**src/hw/rtl/hsfc_pkg.sv**
```systemverilog
// ----------------------------------------------------------------------------
// hsfc_pkg
// Shared types and constants of the binary32 / binary16 format converter.
// ----------------------------------------------------------------------------
package hsfc_pkg;

  // Direction command carried with each item.
  typedef enum logic {
    CMD_TO_HALF   = 1'b0,
    CMD_TO_SINGLE = 1'b1
  } hsfc_cmd_e;

  // Fixed NaN patterns produced by the two directions.
  localparam logic [15:0] HalfNanCode   = 16'hFE00;
  localparam logic [31:0] SingleNanCode = 32'hFFC00000;

  // Biased exponent landmarks of binary32 seen from the binary16 range.
  localparam logic [7:0] SglExpOvf     = 8'd143;  // unbiased +16
  localparam logic [7:0] SglExpSubMin  = 8'd102;  // unbiased -25
  localparam logic [7:0] SglExpSubMax  = 8'd112;  // unbiased -15
  localparam logic [7:0] SglExpSubBase = 8'd113;  // shift = base - exponent
  localparam logic [7:0] SglExpAll1    = 8'hFF;

  // Exponent re-bias between the formats (127 - 15).
  localparam logic [7:0] ExpRebias     = 8'd112;
  // Biased single exponent of a half denormal whose leading one is bit 0.
  localparam logic [7:0] SubNormExpBase = 8'd103;

endpackage

```
**src/hw/rtl/hsfc_convert.sv**
```systemverilog
// ----------------------------------------------------------------------------
// hsfc_convert
// Combinational core: narrows binary32 to binary16 or widens binary16 to
// binary32, selected by the command.
// ----------------------------------------------------------------------------
module hsfc_convert
  import hsfc_pkg::*;
(
  input  hsfc_cmd_e   cmd_i,
  input  logic [31:0] operand_i,
  output logic [31:0] result_o
);

  logic [31:0] half_res;
  logic [31:0] single_res;

  // Narrowing path
  always_comb begin
    logic        sgn;
    logic [7:0]  ef;
    logic [22:0] mf;
    logic [3:0]  sh;
    logic [23:0] sig;
    logic [4:0]  e5;
    logic [15:0] packed16;
    sgn      = operand_i[31];
    ef       = operand_i[30:23];
    mf       = operand_i[22:0];
    sh       = 4'(SglExpSubBase - ef);
    e5       = 5'(ef - ExpRebias);
    sig      = {1'b0, mf};
    packed16 = '0;
    half_res = '0;
    if (operand_i[30:0] == 31'h0) begin
      half_res = {16'h0, sgn, 15'h0};
    end else if (ef >= SglExpOvf) begin
      if (ef == SglExpAll1 && mf != 23'h0) begin
        half_res = {16'h0, HalfNanCode};
      end else begin
        half_res = {16'h0, sgn, 5'h1F, 10'h0};
      end
    end else if (ef < SglExpSubMin) begin
      half_res = {16'h0, sgn, 15'h0};
    end else begin
      if (ef <= SglExpSubMax) begin
        sig = {1'b1, mf} >> sh;
        e5  = 5'h0;
      end
      // Round half-up on magnitude; a carry may roll into the exponent.
      packed16 = {sgn, e5, sig[22:13]} + {15'h0, sig[12]};
      half_res = {16'h0, packed16};
    end
  end

  // Widening path
  always_comb begin
    logic        hs;
    logic [4:0]  he;
    logic [9:0]  hm;
    logic [3:0]  lead;
    logic [22:0] frac;
    logic [7:0]  exp8;
    hs   = operand_i[15];
    he   = operand_i[14:10];
    hm   = operand_i[9:0];
    lead = '0;
    for (int i = 0; i < 10; i++) begin
      if (hm[i]) begin
        lead = 4'(i);
      end
    end
    frac       = {hm, 13'h0};
    exp8       = {3'h0, he} + ExpRebias;
    single_res = '0;
    if (operand_i[14:0] == 15'h0) begin
      single_res = {hs, 31'h0};
    end else if (he == 5'h1F) begin
      single_res = (hm == 10'h0) ? {hs, 8'hFF, 23'h0} : SingleNanCode;
    end else if (he == 5'h0) begin
      // Move the leading one up to the hidden position and drop it.
      frac       = {hm, 13'h0} << (4'd10 - lead);
      exp8       = SubNormExpBase + {4'h0, lead};
      single_res = {hs, exp8, frac};
    end else begin
      single_res = {hs, exp8, frac};
    end
  end

  assign result_o = (cmd_i == CMD_TO_SINGLE) ? single_res : half_res;

endmodule

```
**src/hw/rtl/half_single_float_converter.sv**
```systemverilog
// ----------------------------------------------------------------------------
// half_single_float_converter
// IEEE-754 binary32 <-> binary16 converter with valid/ready channels.
// ----------------------------------------------------------------------------
//
//   Channel   Signals                              Dir   Content
//   -------   ----------------------------------   ---   --------------------
//   input     in_valid_i, in_ready_o               in    command_i, operand_i
//   output    out_valid_o, out_ready_i             out   result_o
//
// Cycles: one item per cycle sustained while out_ready_i is high; an accepted
// item passes through the input register, one conversion stage and the result
// register before it is valid at the output.
// The single combinational conversion stage sits between the two registers.
// Reset: clears both stage valid flags; payload registers are not reset.
// Stalls: when the result register holds an item that is not taken, the
// input stage holds, and in_ready_o drops only if that stage is also full.
// ----------------------------------------------------------------------------
module half_single_float_converter
  import hsfc_pkg::*;
(
  input  logic        clk_i,
  input  logic        rst_ni,
  input  logic        in_valid_i,
  output logic        in_ready_o,
  input  logic        command_i,
  input  logic [31:0] operand_i,
  output logic        out_valid_o,
  input  logic        out_ready_i,
  output logic [31:0] result_o
);

  // Input stage
  logic        s1_valid_q, s1_valid_d;
  hsfc_cmd_e   s1_cmd_q;
  logic [31:0] s1_operand_q;

  // Result stage
  logic        out_valid_q, out_valid_d;
  logic [31:0] result_q;

  logic        out_load;
  logic        in_take;
  logic [31:0] conv_result;

  // Load the result register whenever it is empty or being drained.
  assign out_load   = !out_valid_q || out_ready_i;
  // Accept while the input stage is empty or moving forward this cycle.
  assign in_ready_o = !s1_valid_q || out_load;
  assign in_take    = in_valid_i && in_ready_o;

  always_comb begin
    s1_valid_d = s1_valid_q;
    if (in_ready_o) begin
      s1_valid_d = in_valid_i;
    end
  end

  always_comb begin
    out_valid_d = out_valid_q;
    if (out_load) begin
      out_valid_d = s1_valid_q;
    end
  end

  always_ff @(posedge clk_i or negedge rst_ni) begin
    if (!rst_ni) begin
      s1_valid_q  <= 1'b0;
      out_valid_q <= 1'b0;
    end else begin
      s1_valid_q  <= s1_valid_d;
      out_valid_q <= out_valid_d;
    end
  end

  // Capture the operand and command of an accepted item.
  always_ff @(posedge clk_i) begin
    if (in_take) begin
      s1_cmd_q     <= hsfc_cmd_e'(command_i);
      s1_operand_q <= operand_i;
    end
  end

  hsfc_convert u_convert (
    .cmd_i     (s1_cmd_q),
    .operand_i (s1_operand_q),
    .result_o  (conv_result)
  );

  // Advance the converted item into the result register.
  always_ff @(posedge clk_i) begin
    if (out_load && s1_valid_q) begin
      result_q <= conv_result;
    end
  end

  assign out_valid_o = out_valid_q;
  assign result_o    = result_q;

  // --------------------------------------------------------------------------
  // Assertions
  // --------------------------------------------------------------------------

  // A full input stage moves into a free result register on the next edge.
  a_stage_advance: assert property (@(posedge clk_i) disable iff (!rst_ni)
    s1_valid_q && out_load |=> out_valid_q)
    else $error("converted item did not reach the result register");

  // A new item lands in a full input stage only when that stage empties.
  a_no_overwrite: assert property (@(posedge clk_i) disable iff (!rst_ni)
    in_take && s1_valid_q |-> out_load)
    else $error("input stage overwritten while holding an item");

  // Narrowed results keep the upper half clear.
  a_half_upper_zero: assert property (@(posedge clk_i) disable iff (!rst_ni)
    s1_valid_q && s1_cmd_q == CMD_TO_HALF |-> conv_result[31:16] == 16'h0)
    else $error("binary16 result has nonzero upper bits");

endmodule
```
**config.mk**
```make
export PLATFORM = sky130hd
export DESIGN_NAME = half_single_float_converter
export DESIGN_NICKNAME = d
export VERILOG_FILES = /design/src/hw/rtl/hsfc_pkg.sv /design/src/hw/rtl/hsfc_convert.sv /design/src/hw/rtl/half_single_float_converter.sv
export SDC_FILE = /design/constraint.sdc
export NUM_CORES = 1
export LEC_CHECK = 0
export BUFFER_PORTS_ARGS = -buffer_cell sky130_fd_sc_hd__buf_2
export CORE_ASPECT_RATIO = 1.4
export CORE_MARGIN = 2
export CORE_UTILIZATION = 27
export CTS_CLUSTER_SIZE = 25
export DETAILED_ROUTE_END_ITERATION = 12
export PLACE_DENSITY_LB_ADDON = 0.3
export SYNTH_ARGS = -nofsm -noshare
export SYNTH_HDL_FRONTEND = slang
export SYNTH_SLANG_ARGS = --single-unit
```
**constraint.sdc**
```tcl
create_clock -name clk_i -period 3.4 [get_ports clk_i]
set_input_delay 0.68 -clock clk_i [delete_from_list [all_inputs] [get_ports clk_i]]
set_output_delay 0.68 -clock clk_i [all_outputs]
set_load 0.05 [all_outputs]
```
==> reports/metrics.yaml <==
die_area_um2: 16900
antennaDiodeCount: 0
peakVddDrop_mv: 0.165
post-route-util: 0.336
syn_area_um2: 4280
tightest_slew_ns: 0.585
hp-class: "input pin to asynchronous set/reset pin"
fp.dieH_um: 153
antenna_found_initial: 0
rsz0062_at_grt: "false"
place_congestion: 0.877
powerDensity_nw_per_um2: 494
synth_edf_count: 64
finalHoldViolCount: 0
skew_ns: 0.00559
final_net_count: 528
rows: 54
remaining_drc_errors: 0
postRouteWirelength_mm: 11.2
postPlaceCellArea_um2: 4860
first_global_vias: 3491
syn_avg_cell_area_um2: 10.6
insertion_delay_ns: 0.33
first_pass_iters: 5
post-route-min-period_ns: 3.13
io_buffers: 70
numCtsBuffers: 9
reg2reg_from: "s1_operand_q[24]"
p_leak_nw: 2.06
arrival_ns: 3.21
hpwl_mm: 8.70
holdWs_ns: 0.117
syn_nets: 445
async_reset_ff_frac: 0.0303
h-tree-depth: 3
yosysWarnings: 0
end_kind: "flip-flop"
area_growth_pct: 22.0
postRouteAntennaNets: 0
yosys_register_bits: 66
design_area_um2: 5230
routed_via_density: 5.05
clockRootBuffer: "clkbuf_16"
slew-limit-headroom: 0.605
slew_violations: 0
cts_sinks: 66
drive_above_1_share: 0.291
status: "complete, no violations"
finalSetupViolations: 0
wl_per_cell_um: 16.3
cp-start-kind: "flip-flop"
track_usage: 0.133
period_share: 0.920
core_area_um2: 15500
critPathLaunch: "s1_operand_q[24]"
final_cell_mix: "buf_2 (70), edfxtp_1 (64), nor2_1 (34), nand2_1 (29), buf_4 (24)"
timing.fmax_mhz: 320
num_vias: 3470
cp.required_ns: 3.48
final_common_cell: "buf_2"
path_clk_slew_ns: 0.05
tns_ns: 0
fp.dieW_um: 110
ff2ff_path_depth: 14
cts_tree: "done"
synthFlopType: "edfxtp_1"
criticalPathCategory: "flip-flop to flip-flop"
io_pins: 71
path_max_fanout: 13
netlist_instances: 403
synth_seq_area_share: 0.460
grt_pass1_wl_mm: 18.0
synth.distinct_cells: 79
overflow: 0
initial_core_util: 0.276
rrSetupSlack_ns: 0.27
grt_max_degree: 34
maxCapViolations: 0
reg2reg_to: "result_o[14]"
clockBufferDepth: 2
first_iter_violations: 343
==> stage by stage <==
step,std cells,power [mW],setup WS (ns)
3_3_place_gp,667,1.60,0.340
6_report,687,2.58,0.272
5_1_grt,687,2.69,0.0479
2_1_floorplan,403,1.46,0.149
3_5_place_dp,667,1.60,0.237
4_1_cts,683,2.59,0.229
==> state kept, by name (all words and copies together), names as in the netlist <==
signal,flops
s1_cmd_q,1
result_o,31
out_valid_o,1
s1_operand_q,32
s1_valid_q,1
==> metal layers <==
metal	wire, µm	global-route usage	part of all wire	vias up
li1	-	-	-	1694
met1	4900	0.172	0.44	1624
met2	5400	0.215	0.48	134
met3	572	0.0274	0.051	18
met4	316	0.0589	0.028	0
met5	0	0	0	-
==> area by class of cell <==
cell class / count / area [µm²]
sequential: 66 / 1970
multi-input combinational: 296 / 2070
inverter: 18 / 70.1
clock inverter: 5 / 77.6
fill: 1594 / 10300
clock buffer: 11 / 243
timing repair buffer: 95 / 546
tap: 196 / 245
==> kinds of logic after synthesis <==
family,count (synthesis),share of synthesized area
AND/OR/NAND/NOR,154,0.194
flip-flops,66,0.460
adder cells (fa/ha/maj),5,0.0146
multiplexers,24,0.0704
XOR/XNOR,14,0.0286
AO/OA/AOI/OAI,99,0.173
buffers and inverters,41,0.0587
==> worst max path at each step <==
stage | to | slack (ns)
6_report | result_o[14] | 0.27
2_1_floorplan | result_o[14] | 0.15
4_1_cts | result_o[12] | 0.23
3_5_place_dp | result_o[12] | 0.24
5_1_grt | result_o[12] | 0.05
3_3_place_gp | result_o[14] | 0.34
==> repair_timing <==
item                       4_1_cts  5_1_grt
buffers inserted                 0        4
hold buffers                     0        0
resized for setup                0        7
setup endpoints to repair        0        3
==> Yosys cell counts (all sizes together) (8+ instances only) <==
cell / n / area (µm²)
nor2: 36 / 140
a21oi: 17 / 104
nor3: 15 / 96.4
o21ai: 24 / 124
nand2b: 10 / 62.6
xor2: 8 / 70.1
buf: 18 / 163
nor2b: 8 / 57.6
nand2: 32 / 128
mux2i: 17 / 170
and3: 9 / 56.3
nand3: 17 / 90.1
edfxtp: 64 / 1920
inv: 18 / 70.1
==> worst max-delay path, stage by stage, from the launching register on <==
cell       delay [ns]
edfxtp_1         0.42
inv_2            0.12
ha_2             0.21
xor2_1           0.14
buf_4            0.20
o21ai_0          0.10
o22a_1           0.20
o21ai_1          0.13
ha_2             0.20
ha_1             0.18
inv_1            0.09
nor3_2           0.22
o2111ai_1        0.18
xor2_1           0.17
a211o_1          0.30
==> power breakdown <==
part | switching (mW) | internal [mW]
Clock | 0.325 | 0.658
Sequential | 0.0541 | 0.970
Combinational | 0.378 | 0.197
No activity file was read; power rests on OpenSTA's default activity.
